File: src/fhss_hop_link_controller_unit_defines.svh
`ifndef FHSS_HOP_LINK_CONTROLLER_UNIT_DEFINES_SVH
`define FHSS_HOP_LINK_CONTROLLER_UNIT_DEFINES_SVH

// same-cycle implication, checked outside reset
`define FHSS_ASSERT_IMP(label, ante, cons, msg) \
    label: assert property (@(posedge aclk) disable iff (!aresetn) (ante) |-> (cons)) \
        else $error(msg);

// next-cycle implication, checked outside reset
`define FHSS_ASSERT_NEXT(label, ante, cons, msg) \
    label: assert property (@(posedge aclk) disable iff (!aresetn) (ante) |=> (cons)) \
        else $error(msg);

`endif

File: src/fhss_pkg.sv
package fhss_pkg;

    localparam int MAX_HOPS            = 16;
    localparam int TABLE_ENTRIES       = 16;
    localparam int TIMEOUT_EXTRA_SLOTS = 5;

    localparam int IDX_W      = 4;
    localparam int LEN_W      = 5;
    localparam int PERIOD_W   = 16;
    localparam int TIME_W     = 32;
    localparam int CHAN_W     = 8;
    localparam int COUNT_W    = 16;
    localparam int IN_TDATA_W  = 40;
    localparam int OUT_TDATA_W = 32;
    localparam int APB_ADDR_W  = 6;
    localparam int APB_DATA_W  = 64;

    localparam int LEN_CAP = (MAX_HOPS < TABLE_ENTRIES) ? MAX_HOPS : TABLE_ENTRIES;

    typedef enum logic [2:0] {
        CFG_ROLE       = 3'd0,
        CFG_DUPLEX     = 3'd1,
        CFG_HOP_LENGTH = 3'd2,
        CFG_HOP_PERIOD = 3'd3,
        CFG_TABLE_LOW  = 3'd4,
        CFG_TABLE_HIGH = 3'd5
    } cfg_reg_t;

    // v mod len for v <= 16, len in 1..16, restoring compare/subtract
    function automatic logic [IDX_W-1:0] hop_mod(input logic [LEN_W-1:0] v,
                                                 input logic [LEN_W-1:0] len);
        logic [2*LEN_W-1:0] rem;
        logic [2*LEN_W-1:0] div;
        rem = {{LEN_W{1'b0}}, v};
        for (int k = LEN_W - 1; k >= 0; k--) begin
            div = {{LEN_W{1'b0}}, len} << k;
            if (rem >= div) begin
                rem = rem - div;
            end
        end
        return rem[IDX_W-1:0];
    endfunction

endpackage

File: src/fhss_hop_link_controller_unit.sv
// The result passes through the input register, then the result register.
// Throughput: one item per cycle while m_tready is high; the result register
//   frees as it is taken.
// Reset (aresetn low, synchronous): hop index, lock, last rx time, radio mode
//   and success count clear; config returns to transmitter, simplex,
//   length 1, period 10 ms, empty hop table.
`include "fhss_hop_link_controller_unit_defines.svh"

module fhss_hop_link_controller_unit #(
    parameter int MaxHops = fhss_pkg::MAX_HOPS
) (
    input  logic                                 aclk,
    input  logic                                 aresetn,
    // APB config
    input  logic                                 psel,
    input  logic                                 penable,
    input  logic                                 pwrite,
    input  logic [fhss_pkg::APB_ADDR_W-1:0]      paddr,
    input  logic [fhss_pkg::APB_DATA_W-1:0]      pwdata,
    output logic [fhss_pkg::APB_DATA_W-1:0]      prdata,
    output logic                                 pready,
    // input: now_ms[31:0], packet_received[32], send_done[33], zero pad
    input  logic                                 s_tvalid,
    output logic                                 s_tready,
    input  logic [fhss_pkg::IN_TDATA_W-1:0]      s_tdata,
    // result: channel[7:0], hopped[8], do_transmit[9], radio_tx[10],
    //   locked[11], sent_count[27:12], zero pad
    output logic                                 m_tvalid,
    input  logic                                 m_tready,
    output logic [fhss_pkg::OUT_TDATA_W-1:0]     m_tdata
);

    localparam logic [fhss_pkg::LEN_W-1:0] LenCap = fhss_pkg::LEN_W'(
        (MaxHops < fhss_pkg::TABLE_ENTRIES) ? MaxHops : fhss_pkg::TABLE_ENTRIES);
    localparam logic [fhss_pkg::LEN_W-1:0] Extra  =
        fhss_pkg::LEN_W'(fhss_pkg::TIMEOUT_EXTRA_SLOTS);
    localparam logic [fhss_pkg::COUNT_W-1:0] CountMax = '1;

    // config registers
    logic                              role_rx_reg;
    logic                              duplex_reg;
    logic [fhss_pkg::LEN_W-1:0]        hop_length_reg;
    logic [fhss_pkg::PERIOD_W-1:0]     hop_period_reg;
    logic [63:0]                       table_low_reg;
    logic [63:0]                       table_high_reg;

    // link state
    logic [fhss_pkg::IDX_W-1:0]        hop_index_reg,   hop_index_next;
    logic                              locked_reg,      locked_next;
    logic [fhss_pkg::TIME_W-1:0]       last_rx_reg,     last_rx_next;
    logic                              radio_tx_reg,    radio_tx_next;
    logic [fhss_pkg::COUNT_W-1:0]      count_reg,       count_next;

    // input and result stages
    logic                              in_valid_reg;
    logic [fhss_pkg::TIME_W-1:0]       in_now_reg;
    logic                              in_pkt_reg;
    logic                              in_sdone_reg;
    logic                              out_valid_reg;
    logic [fhss_pkg::OUT_TDATA_W-1:0]  out_data_reg,    out_data_next;

    logic                              cfg_wr;
    fhss_pkg::cfg_reg_t                cfg_sel;
    logic                              advance;

    logic [fhss_pkg::LEN_W-1:0]        eff_len;
    logic [fhss_pkg::IDX_W-1:0]        idx_once;
    logic [fhss_pkg::IDX_W-1:0]        idx_twice;
    logic [fhss_pkg::LEN_W-1:0]        idx_once_inc;
    logic [20:0]                       limit;
    logic [fhss_pkg::TIME_W-1:0]       last_eff;
    logic [fhss_pkg::TIME_W-1:0]       elapsed;
    logic                              timed_out;
    logic                              hopped;
    logic                              xmit;
    logic [fhss_pkg::COUNT_W-1:0]      count_inc;
    logic [3:0]                        tbl_sel;
    logic [63:0]                       tbl_word;
    logic [fhss_pkg::CHAN_W-1:0]       channel;

    // ---------------- config port ----------------
    assign pready  = 1'b1;
    assign cfg_wr  = psel & penable & pwrite & pready;
    assign cfg_sel = fhss_pkg::cfg_reg_t'(paddr[5:3]);

    always_ff @(posedge aclk) begin
        if (!aresetn) begin
            role_rx_reg    <= 1'b0;
            duplex_reg     <= 1'b0;
            hop_length_reg <= fhss_pkg::LEN_W'(1);
            hop_period_reg <= fhss_pkg::PERIOD_W'(10);
            table_low_reg  <= '0;
            table_high_reg <= '0;
        end else if (cfg_wr) begin
            unique case (cfg_sel)
                fhss_pkg::CFG_ROLE:       role_rx_reg    <= pwdata[0];
                fhss_pkg::CFG_DUPLEX:     duplex_reg     <= pwdata[0];
                fhss_pkg::CFG_HOP_LENGTH: hop_length_reg <= pwdata[fhss_pkg::LEN_W-1:0];
                fhss_pkg::CFG_HOP_PERIOD: hop_period_reg <= pwdata[fhss_pkg::PERIOD_W-1:0];
                fhss_pkg::CFG_TABLE_LOW:  table_low_reg  <= pwdata;
                fhss_pkg::CFG_TABLE_HIGH: table_high_reg <= pwdata;
                default: ;
            endcase
        end
    end

    always_comb begin
        unique case (cfg_sel)
            fhss_pkg::CFG_ROLE:       prdata = {63'd0, role_rx_reg};
            fhss_pkg::CFG_DUPLEX:     prdata = {63'd0, duplex_reg};
            fhss_pkg::CFG_HOP_LENGTH: prdata = {59'd0, hop_length_reg};
            fhss_pkg::CFG_HOP_PERIOD: prdata = {48'd0, hop_period_reg};
            fhss_pkg::CFG_TABLE_LOW:  prdata = table_low_reg;
            fhss_pkg::CFG_TABLE_HIGH: prdata = table_high_reg;
            default:                  prdata = '0;
        endcase
    end

    // ---------------- handshake ----------------
    assign advance  = in_valid_reg & (~out_valid_reg | m_tready);
    assign s_tready = ~in_valid_reg | advance;
    assign m_tvalid = out_valid_reg;
    assign m_tdata  = out_data_reg;

    always_ff @(posedge aclk) begin
        if (!aresetn) begin
            in_valid_reg  <= 1'b0;
            out_valid_reg <= 1'b0;
        end else begin
            if (s_tready) begin
                in_valid_reg <= s_tvalid;
            end
            if (advance) begin
                out_valid_reg <= 1'b1;
            end else if (m_tready) begin
                out_valid_reg <= 1'b0;
            end
        end
    end

    always_ff @(posedge aclk) begin
        if (s_tready && s_tvalid) begin
            in_now_reg   <= s_tdata[31:0];
            in_pkt_reg   <= s_tdata[32];
            in_sdone_reg <= s_tdata[33];
        end
        if (advance) begin
            out_data_reg <= out_data_next;
        end
    end

    // ---------------- hop arithmetic ----------------
    always_comb begin
        if (hop_length_reg == '0) begin
            eff_len = fhss_pkg::LEN_W'(1);
        end else if (hop_length_reg > LenCap) begin
            eff_len = LenCap;
        end else begin
            eff_len = hop_length_reg;
        end
    end

    assign idx_once     = fhss_pkg::hop_mod({1'b0, hop_index_reg} + fhss_pkg::LEN_W'(1),
                                            eff_len);
    assign idx_once_inc = {1'b0, idx_once} + fhss_pkg::LEN_W'(1);
    assign idx_twice    = (idx_once_inc == eff_len) ? '0 : idx_once_inc[fhss_pkg::IDX_W-1:0];

    assign limit     = 21'(hop_period_reg) * 21'(eff_len + Extra);
    assign last_eff  = in_pkt_reg ? in_now_reg : last_rx_reg;
    assign elapsed   = in_now_reg - last_eff;
    assign timed_out = elapsed >= {11'd0, limit};
    assign count_inc = (count_reg != CountMax) ? count_reg + fhss_pkg::COUNT_W'(1) : count_reg;

    // ---------------- per-call decision ----------------
    always_comb begin
        hop_index_next = hop_index_reg;
        locked_next    = locked_reg;
        last_rx_next   = last_rx_reg;
        radio_tx_next  = radio_tx_reg;
        count_next     = count_reg;
        hopped         = 1'b0;
        xmit           = 1'b0;
        if (!role_rx_reg) begin
            if (!duplex_reg) begin
                hop_index_next = idx_once;
                hopped         = 1'b1;
                xmit           = 1'b1;
            end else if (!radio_tx_reg) begin
                hop_index_next = idx_once;
                hopped         = 1'b1;
                radio_tx_next  = 1'b1;
                xmit           = 1'b1;
            end else if (in_sdone_reg) begin
                count_next    = count_inc;
                radio_tx_next = 1'b0;
            end else begin
                xmit = 1'b1;
            end
        end else if (!duplex_reg) begin
            // locked hop, then timeout hop: up to two steps
            hopped = locked_reg | in_pkt_reg | timed_out;
            if ((locked_reg | in_pkt_reg) && timed_out) begin
                hop_index_next = idx_twice;
            end else if (hopped) begin
                hop_index_next = idx_once;
            end
            if (timed_out) begin
                last_rx_next = in_now_reg;
                locked_next  = 1'b0;
            end else if (in_pkt_reg) begin
                last_rx_next = in_now_reg;
                locked_next  = 1'b1;
            end
        end else if (radio_tx_reg) begin
            if (in_sdone_reg) begin
                count_next = count_inc;
            end
            if (locked_reg) begin
                hop_index_next = idx_once;
                hopped         = 1'b1;
            end
            radio_tx_next = 1'b0;
        end else if (in_pkt_reg) begin
            last_rx_next  = in_now_reg;
            locked_next   = 1'b1;
            radio_tx_next = 1'b1;
            xmit          = 1'b1;
        end else if (timed_out) begin
            last_rx_next   = in_now_reg;
            hop_index_next = idx_once;
            hopped         = 1'b1;
            locked_next    = 1'b0;
        end
    end

    assign tbl_sel  = hop_index_next;
    assign tbl_word = tbl_sel[3] ? table_high_reg : table_low_reg;
    assign channel  = tbl_word[{tbl_sel[2:0], 3'b000} +: fhss_pkg::CHAN_W];

    assign out_data_next = {4'd0, count_next, locked_next, radio_tx_next, xmit, hopped,
                            channel};

    always_ff @(posedge aclk) begin
        if (!aresetn) begin
            hop_index_reg <= '0;
            locked_reg    <= 1'b0;
            last_rx_reg   <= '0;
            radio_tx_reg  <= 1'b0;
            count_reg     <= '0;
        end else if (advance) begin
            hop_index_reg <= hop_index_next;
            locked_reg    <= locked_next;
            last_rx_reg   <= last_rx_next;
            radio_tx_reg  <= radio_tx_next;
            count_reg     <= count_next;
        end
    end

    // ---------------- checks ----------------
    `FHSS_ASSERT_NEXT(a_index_in_range, advance && hopped,
        hop_index_reg < $past(eff_len), "hop index beyond length after hop")
    `FHSS_ASSERT_NEXT(a_count_monotonic, advance, count_reg >= $past(count_reg),
        "success count decreased")
    `FHSS_ASSERT_IMP(a_duplex_xmit_tx, out_valid_reg && out_data_reg[9] && duplex_reg,
        out_data_reg[10], "duplex transmit request without transmit mode")

endmodule

File: config.mk
export PLATFORM = sky130hd
export DESIGN_NAME = fhss_hop_link_controller_unit
export DESIGN_NICKNAME = d
export VERILOG_FILES = /design/src/fhss_pkg.sv /design/src/fhss_hop_link_controller_unit.sv
export VERILOG_INCLUDE_DIRS = /design/src /design/src/src
export SDC_FILE = /design/constraint.sdc
export NUM_CORES = 1
export LEC_CHECK = 0
export BUFFER_PORTS_ARGS = -buffer_cell sky130_fd_sc_hd__buf_2
export CAP_MARGIN = 10
export CORE_UTILIZATION = 55
export CTS_BUF_LIST = sky130_fd_sc_hd__clkbuf_4 sky130_fd_sc_hd__clkbuf_8
export DETAILED_ROUTE_END_ITERATION = 10
export PLACE_DENSITY = 0.81
export SLEW_MARGIN = 20
export SYNTH_ARGS = -nofsm -noshare
export SYNTH_HDL_FRONTEND = slang
export SYNTH_SLANG_ARGS = --single-unit
File: constraint.sdc
create_clock -name aclk -period 14.2 [get_ports aclk]
set_input_delay 2.84 -clock aclk [delete_from_list [all_inputs] [get_ports aclk]]
set_output_delay 2.84 -clock aclk [all_outputs]
set_load 0.01 [all_outputs]
[Word level (Yosys, flattened, before mapping)]
Index checks and enable logic that the tools add are counted.
W data, S select, Z words.
Word-level totals
  register bits: 269
  bits of input ports: 117
  output and inout port bits: 99
  word-level logic and storage cells: 123
Cells by class
  add/subtract/negate cells: 10
  $mul: 1
  magnitude comparators: 7
  equality and inequality tests: 9
  shift-type cells: 1
  mux-type cells: 57
  bitwise logic cells: 9
  reductions and logical operators: 12
Operators by type and width (count)
  $pmux W64 S6: 1
  $mux W32: 6
  $mux W16: 4
  $mux W64: 1
  $shiftx A64 B7 Y8: 1
  $mux W4: 12
  $mux W10: 4
  $ge A32 B21 Y1: 1
  $sub A32 B32 Y32: 1
  $mux W1: 27
  $mul A16 B6 Y21: 1
  $add A16 B1 Y16 const B: 1
  $ne A16 B16 Y1 const B: 1
  $reduce_and A2 Y1: 6
  $add A4 B1 Y5 const B: 2
  $ge A10 B5 Y1: 1
  $ge A10 B6 Y1: 1
  $ge A10 B7 Y1: 1
  $ge A10 B8 Y1: 1
  $mux W5: 2
  $sub A10 B6 Y10: 1
  $sub A10 B7 Y10: 1
  $sub A10 B8 Y10: 1
  $sub A5 B9 Y10: 1
  other kinds (18): 27

[Depth between registers and ports, before layout]
Gate-level depths: netlist of the first run.
  depth in word-level cells: 21
  mapped depth: 60
  gate-level depth less buffers: 56

[Worst setup path after synthesis of the first run]
No wires, ideal clock.
  path kind: reg2reg
  start: register hop_length_reg[4] (netlist bit)
  end: register out_data_reg, in the netlist m_tdata[2] (data pin)
  setup time: 0.261 ns
  arrival time: 10.845 ns
  required time: 13.939 ns
  setup slack: 3.094 ns
  stages on the path, launching flop included: 55
  path buffers: 3
  clock period less this slack: 11.106 ns
  cells stage by stage: dfxtp_1 buf_2 inv_2 o21ai_0 inv_1 ha_1 inv_1 ha_1 or4b_4 a21oi_1 inv_1 ha_1 and3_1 nand3_1 a21oi_1 nor3_1 mux2i_1 ha_1 (+19 left out) a21oi_1 and3_1 buf_4 nand2_4 mux2i_4 ha_1 nor2b_1 nand2_1 a22oi_1 nor3b_1 nor2_1 nor3_2 nor4b_4 nor3_4 buf_8 mux4_1 mux2i_1 mux2i_1
On the way
  longest elaborated chain between the ends: 21
  elaborated cells on any way between the ends: 39
  classes of those cells: 7 x add/sub; 1 x mul; 7 x order compare; 1 x eq/ne; 1 x shift; 19 x mux; 1 x bitwise; 2 x reduce/logical
RTL lines
  start: declaration: line fhss_hop_link_controller_unit.sv:42  | logic [fhss_pkg::LEN_W-1:0] hop_length_reg;
  start signal: assignment: line fhss_hop_link_controller_unit.sv:90  | hop_length_reg <= fhss_pkg::LEN_W'(1);
  start signal: assignment: line fhss_hop_link_controller_unit.sv:98  | fhss_pkg::CFG_HOP_LENGTH: hop_length_reg <= pwdata[fhss_pkg::LEN_W-1:0];
  $gt A5 B5 Y1: line fhss_hop_link_controller_unit.sv:156  | end else if (hop_length_reg > LenCap) begin
  $mux W5: line fhss_hop_link_controller_unit.sv:156
  $mux W5 *: line fhss_hop_link_controller_unit.sv:154  | if (hop_length_reg == '0) begin
  $sub A5 B9 Y10 / $ge A5 B9 Y1 (equally long branches): line fhss_pkg.sv:38, fhss_pkg.sv:37
  $mux W10: line fhss_pkg.sv:37  | if (rem >= div) begin
  $sub A10 B8 Y10 / $ge A10 B8 Y1 (equally long branches): line fhss_pkg.sv:38, fhss_pkg.sv:37
  $mux W10: line fhss_pkg.sv:37
  $sub A10 B7 Y10 / $ge A10 B7 Y1 (equally long branches): line fhss_pkg.sv:38, fhss_pkg.sv:37
  (+6 left out)
  $eq A5 B5 Y1: line fhss_hop_link_controller_unit.sv:166  | assign idx_twice = (idx_once_inc == eff_len) ? '0 : idx_once_inc[fhss_pkg::IDX_W-1:0];
  $mux W4: line fhss_hop_link_controller_unit.sv:166
  $mux W4: line fhss_hop_link_controller_unit.sv:202  | if ((locked_reg | in_pkt_reg) && timed_out) begin
  $mux W4: line fhss_hop_link_controller_unit.sv:199  | end else if (!duplex_reg) begin
  $mux W4 *: line fhss_hop_link_controller_unit.sv:183  | if (!role_rx_reg) begin
  $mux W64: line fhss_hop_link_controller_unit.sv:237  | assign tbl_word = tbl_sel[3] ? table_high_reg : table_low_reg;
  $shiftx A64 B7 Y8 *: line fhss_hop_link_controller_unit.sv:238  | assign channel = tbl_word[{tbl_sel[2:0], 3'b000} +: fhss_pkg::CHAN_W];
  named net channel (one bit): line fhss_hop_link_controller_unit.sv:79  | logic [fhss_pkg::CHAN_W-1:0] channel;
  end signal: assignment: line fhss_hop_link_controller_unit.sv:148  | out_data_reg <= out_data_next;
  end: declaration: line fhss_hop_link_controller_unit.sv:60  | logic [fhss_pkg::OUT_TDATA_W-1:0] out_data_reg, out_data_next;
The timed path passes the listed nets; every way through them passes the cells marked *.
A chain may end at the register's enable or synchronous reset.

[Final worst setup path of the first run]
  start: register hop_length_reg[4] (netlist bit)
  end: register out_data_reg, in the netlist m_tdata[4] (data pin)
Same word-level chain as after synthesis.

==> results of run 1 <==
-- synthesized netlist by cell type, types with 34 or more instances --
cell type and instances:
edfxtp_1 62, dfxtp_1 207, nor2b_1 59, clkbuf_1 91
and2_1 34, ha_1 107, a21boi_0 159, nand3_1 40
mux2i_1 212, fa_1 61, xnor2_1 63, a21oi_1 63
nor2_1 116, nand2_1 445, o21ai_0 60, inv_1 104
-- routing by layer --
layer / track usage / part of all wire / vias to the layer above
li1: - / - / 8142
met4: 0.129 / 0.042 / 10
met3: 0.0543 / 0.066 / 143
met1: 0.354 / 0.42 / 8320
met5: 0 / 0.0010 / -
met2: 0.444 / 0.47 / 580
-- worst min-delay path by stage --
stage,end,slack [ns],cells past startpoint
after global placement,table_low_reg[23]$_SDFFE_PN0P_,0.46,2
after global routing,table_low_reg[34]$_SDFFE_PN0P_,0.50,2
after floorplan,table_low_reg[10]$_SDFFE_PN0P_,0.45,2
final,table_high_reg[21]$_SDFFE_PN0P_,0.48,2
after detailed placement,table_high_reg[21]$_SDFFE_PN0P_,0.47,2
after CTS,table_high_reg[21]$_SDFFE_PN0P_,0.48,2
-- through the flow --
stage | cells | hold slack [ns] | instance area, µm² | util
after global placement | 2833 | 0.461 | 21100 | 0.594
after CTS | 2916 | 0.479 | 22100 | 0.623
final | 2922 | 0.477 | 22200 | 0.624
after global routing | 2919 | 0.497 | 22200 | 0.624
after detailed placement | 2833 | 0.471 | 21100 | 0.595
after floorplan | 2274 | 0.451 | 19900 | -
-- power groups by stage --
stage	logic (µW)	clock network, µW	registers, µW
detailed placement	2380	0	834
CTS	2380	769	818
global placement	2350	0	833
global route	2580	801	820
floorplan	1970	0	832
finish	2410	757	818
-- placed cells by master (no fill, tap or decap), types with 13 or more instances in the layout --
cell,instances
ha_1,107
buf_4,20
o21ai_0,59
clkbuf_4,20
and3_1,13
inv_1,103
a21oi_1,63
a21o_1,32
nand3_1,40
edfxtp_1,62
mux2i_1,212
nor3_1,22
clkbuf_8,57
nand2_1,445
and2_1,33
nor2_1,113
xnor2_1,63
o21a_1,16
mux4_1,14
conb_1,20
a21boi_0,159
nand2b_1,17
nand4_1,16
buf_2,199
fa_1,61
a211oi_1,15
xor2_1,17
dfxtp_1,207
nor2b_1,59
-- cell type report --
class	count	share of cell area
Timing Repair Buffer	220	0.0522
Sequential cell	269	0.271
Tap cell	461	0.0260
Inverter	107	0.0181
Multi-Input combinational cell	1776	0.587
Antenna cell	6	0.000677
Clock buffer	77	0.0421
Clock inverter	6	0.00282
-- worst max-delay path, delay by kind of cell (launching register included) --
| kind | cells | cell delay, ns |
|---|---|---|
| muxes | 6 | 2.00 |
| adders and majority gates | 7 | 2.23 |
| and+or+nand+nor | 18 | 3.54 |
| DFF | 1 | 0.65 |
| AOI/OAI and AO/OA | 15 | 3.32 |
| buffers and inverters | 6 | 1.09 |
-- what timing repair did --
item | 4_1_cts | 5_1_grt
setup endpoints to repair | 0 | 8
setup buffers | 0 | 0
gates resized for setup | 0 | 2
-- cell families after synthesis --
| logic type | Yosys count | synth area share |
|---|---|---|
| compound gates | 441 | 0.158 |
| xor+xnor | 81 | 0.0357 |
| fa+ha+maj | 168 | 0.129 |
| buf+inv | 229 | 0.0481 |
| flops | 269 | 0.302 |
| mux | 240 | 0.136 |
| other cells | 2 | 0.000378 |
| simple gates | 826 | 0.191 |
==> impl_metrics.env, run 1 <==
export IMPL_hold_class="reg -> reg"
export IMPL_grt_start_max_net_pins=138
export IMPL_drtAntennaViolNets=0
export IMPL_cp_endpoint="m_tdata[4]$_DFFE_PP_"
export IMPL_setup_viol=0
export IMPL_yosysTopAreaCell="dfxtp_1"
export IMPL_track_usage=0.275
export IMPL_initial_utilization=0.558
export IMPL_wire_per_inst_um=17.6
export IMPL_drv_cap=0
export IMPL_grt_overflow=0
export IMPL_synth_seq_cells=269
export IMPL_power_switching_uw=1730
export IMPL_synth_area_leaders="dfxtp_1, mux2i_1, edfxtp_1"
export IMPL_status="finished clean"
export IMPL_yosysWarnings=0
export IMPL_finClkSkew_ns=0.0529
export IMPL_drive_above_1_share=0.152
export IMPL_critPathLaunchType="flop"
export IMPL_cpMostUsedCell="ha_1"
export IMPL_post_synth_num_cell_types=99
export IMPL_p_sw_frac=0.435
export IMPL_grt_pass1_wl_um=81700
export IMPL_seqCellArea_um2=6010
export IMPL_maxSlewViolCount=0
export IMPL_clockPowerShare=0.190
export IMPL_cts_tree="done"
export IMPL_vdd_drop_max_v=0.000456
export IMPL_drt_initial_drc_count=1091
export IMPL_p_seq_frac=0.205
export IMPL_fmax_ghz=0.0765
export IMPL_rows=69
export IMPL_reg2reg_to="m_tdata[4]$_DFFE_PP_"
export IMPL_core_um2=35600
export IMPL_path_clk_slew_ns=0.06
export IMPL_drc_errors=0
export IMPL_p_total_uw=3990
export IMPL_power_frac_comb=0.605
export IMPL_num_vias=17200
export IMPL_syn_cell_area_um2=19900
export IMPL_arrival_ns=13.48
export IMPL_synth_edf_count=62
export IMPL_p_leak_uw=0.00941
export IMPL_multi_input_comb_area_um2=13000
export IMPL_clkSinkCount=269
export IMPL_nFillCells=3022
export IMPL_first_pass_iters=6
export IMPL_period_minus_slack_ns=13.08
export IMPL_synth_flop_cell="dfxtp_1"
export IMPL_required_ns=14.60
export IMPL_antenna_found_initial=9
export IMPL_max_slew_margin=0.314
export IMPL_port_buffer_count=201
export IMPL_netlist_instances=2256
export IMPL_r2r_slack_ns=1.12
export IMPL_p_per_area_nw_per_um2=180
export IMPL_routed_wl_um=51400
export IMPL_yosysTopAreaCellShare=0.209
export IMPL_tightest_slew_ns=1.03
export IMPL_hpwl_um=36600
export IMPL_slowest_stage="dfxtp_1"
export IMPL_clk_latency_ns=0.67
export IMPL_finalCritPeriodShare=0.921
export IMPL_area_growth_pct=11.7
export IMPL_p_int_uw=2250
export IMPL_place_ws_ns=0.907
export IMPL_max_stage_delay_ns=0.65
export IMPL_r2r_cells=52
export IMPL_setup_tns_ns=0
export IMPL_dieArea_um2=36900
export IMPL_path_class="reg -> reg"
export IMPL_cp_end_kind="flop"
export IMPL_die_w_um=192
export IMPL_cp_startpoint="hop_length_reg[4]$_SDFFE_PN0P_"
export IMPL_syn_area_per_cell_um2=8.80
export IMPL_ys_async_sr_fraction=0
export IMPL_fp_dieH_um=192
export IMPL_cts_made_buffers=46
export IMPL_layout_setup_ws_ns=1.12
export IMPL_htree_levels=2
export IMPL_rsz0062_at_grt="false"
export IMPL_viasPerCell=5.88
export IMPL_ys_seq_area_frac=0.302
export IMPL_postCtsHoldBufs=0
export IMPL_layout_nets=2705
export IMPL_finalHoldViolations=0
export IMPL_clk_path_buf_depth=3
export IMPL_pin_count=216
export IMPL_grt_pass1_vias=16700
export IMPL_place_gp_congestion=0.913
export IMPL_reg2reg_from="hop_length_reg[4]$_SDFFE_PN0P_"
export IMPL_min_from="table_high_reg[21]$_SDFFE_PN0P_"
export IMPL_root_buffer="clkbuf_8"
export IMPL_crit_fanout=24
Note: power is estimated with default switching activity, not from simulation.
==> run 2: changes to the inputs <==
==> constraint.sdc (replaced) <==
create_clock -name aclk -period 14.2 [get_ports aclk]
set_input_delay 2.84 -clock aclk [delete_from_list [all_inputs] [get_ports aclk]]
set_output_delay 2.84 -clock aclk [all_outputs]
set_load 0.05 [all_outputs]
==> run 2 against run 1 <==
- non-clock buffer count shrank 2
- utilization hardly changed
- die area unchanged
- cell area is essentially flat
- critical path depth did not move
==> impl_metrics.env, run 2 (synthesis results as in run 1) <==
export IMPL_status="finished clean"
export IMPL_wire_per_inst_um=17.6
export IMPL_fmax_ghz=0.0760
export IMPL_place_gp_congestion=0.909
export IMPL_setup_tns_ns=0
export IMPL_r2r_slack_ns=1.05
export IMPL_p_leak_uw=0.00941
export IMPL_hold_class="reg -> reg"
export IMPL_root_buffer="clkbuf_8"
export IMPL_port_buffer_count=201
export IMPL_cp_startpoint="hop_length_reg[4]$_SDFFE_PN0P_"
export IMPL_cpMostUsedCell="ha_1"
export IMPL_drt_initial_drc_count=1243
export IMPL_fp_dieH_um=192
export IMPL_clkSinkCount=269
export IMPL_crit_fanout=33
export IMPL_finalHoldViolations=0
export IMPL_tightest_slew_ns=1.02
export IMPL_grt_pass1_wl_um=81900
export IMPL_pin_count=216
export IMPL_rsz0062_at_grt="false"
export IMPL_min_from="table_low_reg[42]$_SDFFE_PN0P_"
export IMPL_period_minus_slack_ns=13.15
export IMPL_dpl_instance_area_um2=21100
export IMPL_layout_cells_non_filler=2917
export IMPL_vdd_drop_max_v=0.000481
export IMPL_finalCritPeriodShare=0.926
export IMPL_drtAntennaViolNets=0
export IMPL_drc_errors=0
export IMPL_grt_start_max_net_pins=114
export IMPL_dp_cells=2831
export IMPL_finClkSkew_ns=0.0419
export IMPL_hold_end="table_low_reg[42]$_SDFFE_PN0P_"
export IMPL_viasPerCell=5.84
export IMPL_setup_viol=0
export IMPL_path_class="reg -> reg"
export IMPL_die_w_um=192
export IMPL_postCtsHoldBufs=0
export IMPL_grt_overflow=0
export IMPL_nFillCells=2975
export IMPL_critPathLaunchType="flop"
export IMPL_p_per_area_nw_per_um2=180
export IMPL_antenna_found_initial=7
export IMPL_met2_usage=0.449
export IMPL_grt_use_met1=0.357
export IMPL_cts_setup_buffers=0
export IMPL_first_pass_iters=5
export IMPL_area_growth_pct=11.8
export IMPL_routed_wl_um=51300
export IMPL_r2r_cells=52
export IMPL_layout_nets=2703
export IMPL_grt_pass1_vias=16300
export IMPL_cp_end_kind="flop"
export IMPL_whs_path_depth=2
export IMPL_drive_above_1_share=0.151
export IMPL_clk_path_buf_depth=3
export IMPL_dieArea_um2=36900
export IMPL_maxSlewViolCount=0
export IMPL_reg2reg_from="hop_length_reg[4]$_SDFFE_PN0P_"
export IMPL_grt_util_met3=0.0557
export IMPL_clk_latency_ns=0.64
export IMPL_initial_utilization=0.558
export IMPL_num_vias=17000
export IMPL_required_ns=14.58
export IMPL_reg2reg_to="m_tdata[4]$_DFFE_PP_"
export IMPL_final_cell_mix="nand2_1, mux2i_1, dfxtp_1"
export IMPL_core_um2=35600
export IMPL_cts_tree="done"
export IMPL_path_clk_slew_ns=0.06
export IMPL_arrival_ns=13.53
export IMPL_final_common_cell="nand2_1"
export IMPL_rows=69
export IMPL_final_area_um2=22200
export IMPL_max_stage_delay_ns=0.66
export IMPL_slowest_stage="dfxtp_1"
export IMPL_track_usage=0.277
export IMPL_grt_busiest_layer="met2"
export IMPL_drv_cap=0
export IMPL_cts_made_buffers=46
export IMPL_htree_levels=2
export IMPL_max_slew_margin=0.320
export IMPL_hpwl_um=36600
[run 2: cell types whose count changed in the layout (fill, tap and decap cells not counted)]
| cell | before | now |
|---|---|---|
| buf_4 | 20 | 18 |
| inv_6 | 0 | 1 |
| clkinv_1 | 1 | 3 |
| and2_4 | 1 | 2 |
| bufinv_16 | 0 | 2 |
| clkbuf_4 | 20 | 14 |
| and2_2 | 1 | 0 |
| diode_2 | 6 | 3 |
| inv_8 | 1 | 0 |
| clkinv_2 | 1 | 3 |
[run 2: cell type report]
type | instances | area [µm²] | share of cell area
clock buffers | 71 | 890 | 0.0401
repair buffers | 218 | 1140 | 0.0515
flip-flops and latches | 269 | 6010 | 0.271
well taps | 461 | 577 | 0.0260
clock inverters | 12 | 138 | 0.00620
diodes | 3 | 7.51 | 0.000338
inverters | 107 | 402 | 0.0181
multi-input cells | 1776 | 13000 | 0.587
[run 2: how the worst max path moves through the flow]
stage,end,slack (ns),depth (start not counted)
finish,m_tdata[4]$_DFFE_PP_,1.05,52
global route,m_tdata[4]$_DFFE_PP_,0.24,52
CTS,m_tdata[4]$_DFFE_PP_,0.77,52
detailed placement,m_tdata[4]$_DFFE_PP_,0.80,52
global placement,m_tdata[4]$_DFFE_PP_,1.06,52
floorplan,m_tdata[2]$_DFFE_PP_,3.09,54
[run 2: worst max-delay path, delay by kind of cell (launching register included)]
| family | cells | cell delay (ns) |
|---|---|---|
| fa+ha+maj | 7 | 2.23 |
| mux | 6 | 2.06 |
| simple gates | 18 | 3.52 |
| compound gates | 15 | 3.34 |
| buf+inv | 6 | 1.06 |
| flops | 1 | 0.66 |
[run 2: timing repair]
item | CTS | global route
setup endpoints to repair | 0 | 8
gates resized for setup | 0 | 4
hold endpoints to repair | 0 | 0
[run 2: where the power goes]
part / total, µW / switching, µW / internal (µW)
Combinational: 2400 / 1390 / 1010
Sequential: 818 / 14.7 / 803
Clock: 781 / 342 / 440
[run 2: layer usage]
| metal | share of wire | wire [µm] | up-vias |
|---|---|---|---|
| met5 | 0.00070 | 36 | - |
| li1 | - | - | 8142 |
| met1 | 0.43 | 22000 | 8170 |
| met4 | 0.038 | 1940 | 6 |
| met2 | 0.46 | 23800 | 573 |
| met3 | 0.069 | 3530 | 139 |
[run 2: stage by stage]
step / util / hold WS [ns] / worst slack [ns] / power (µW)
6_report: 0.624 / 0.482 / 1.05 / 4000
5_1_grt: 0.624 / 0.508 / 0.245 / 4230
4_1_cts: 0.623 / 0.482 / 0.770 / 3990
3_5_place_dp: 0.594 / 0.474 / 0.803 / 3200
3_3_place_gp: 0.594 / 0.462 / 1.06 / 3190
2_1_floorplan: - / 0.451 / 3.09 / 2820
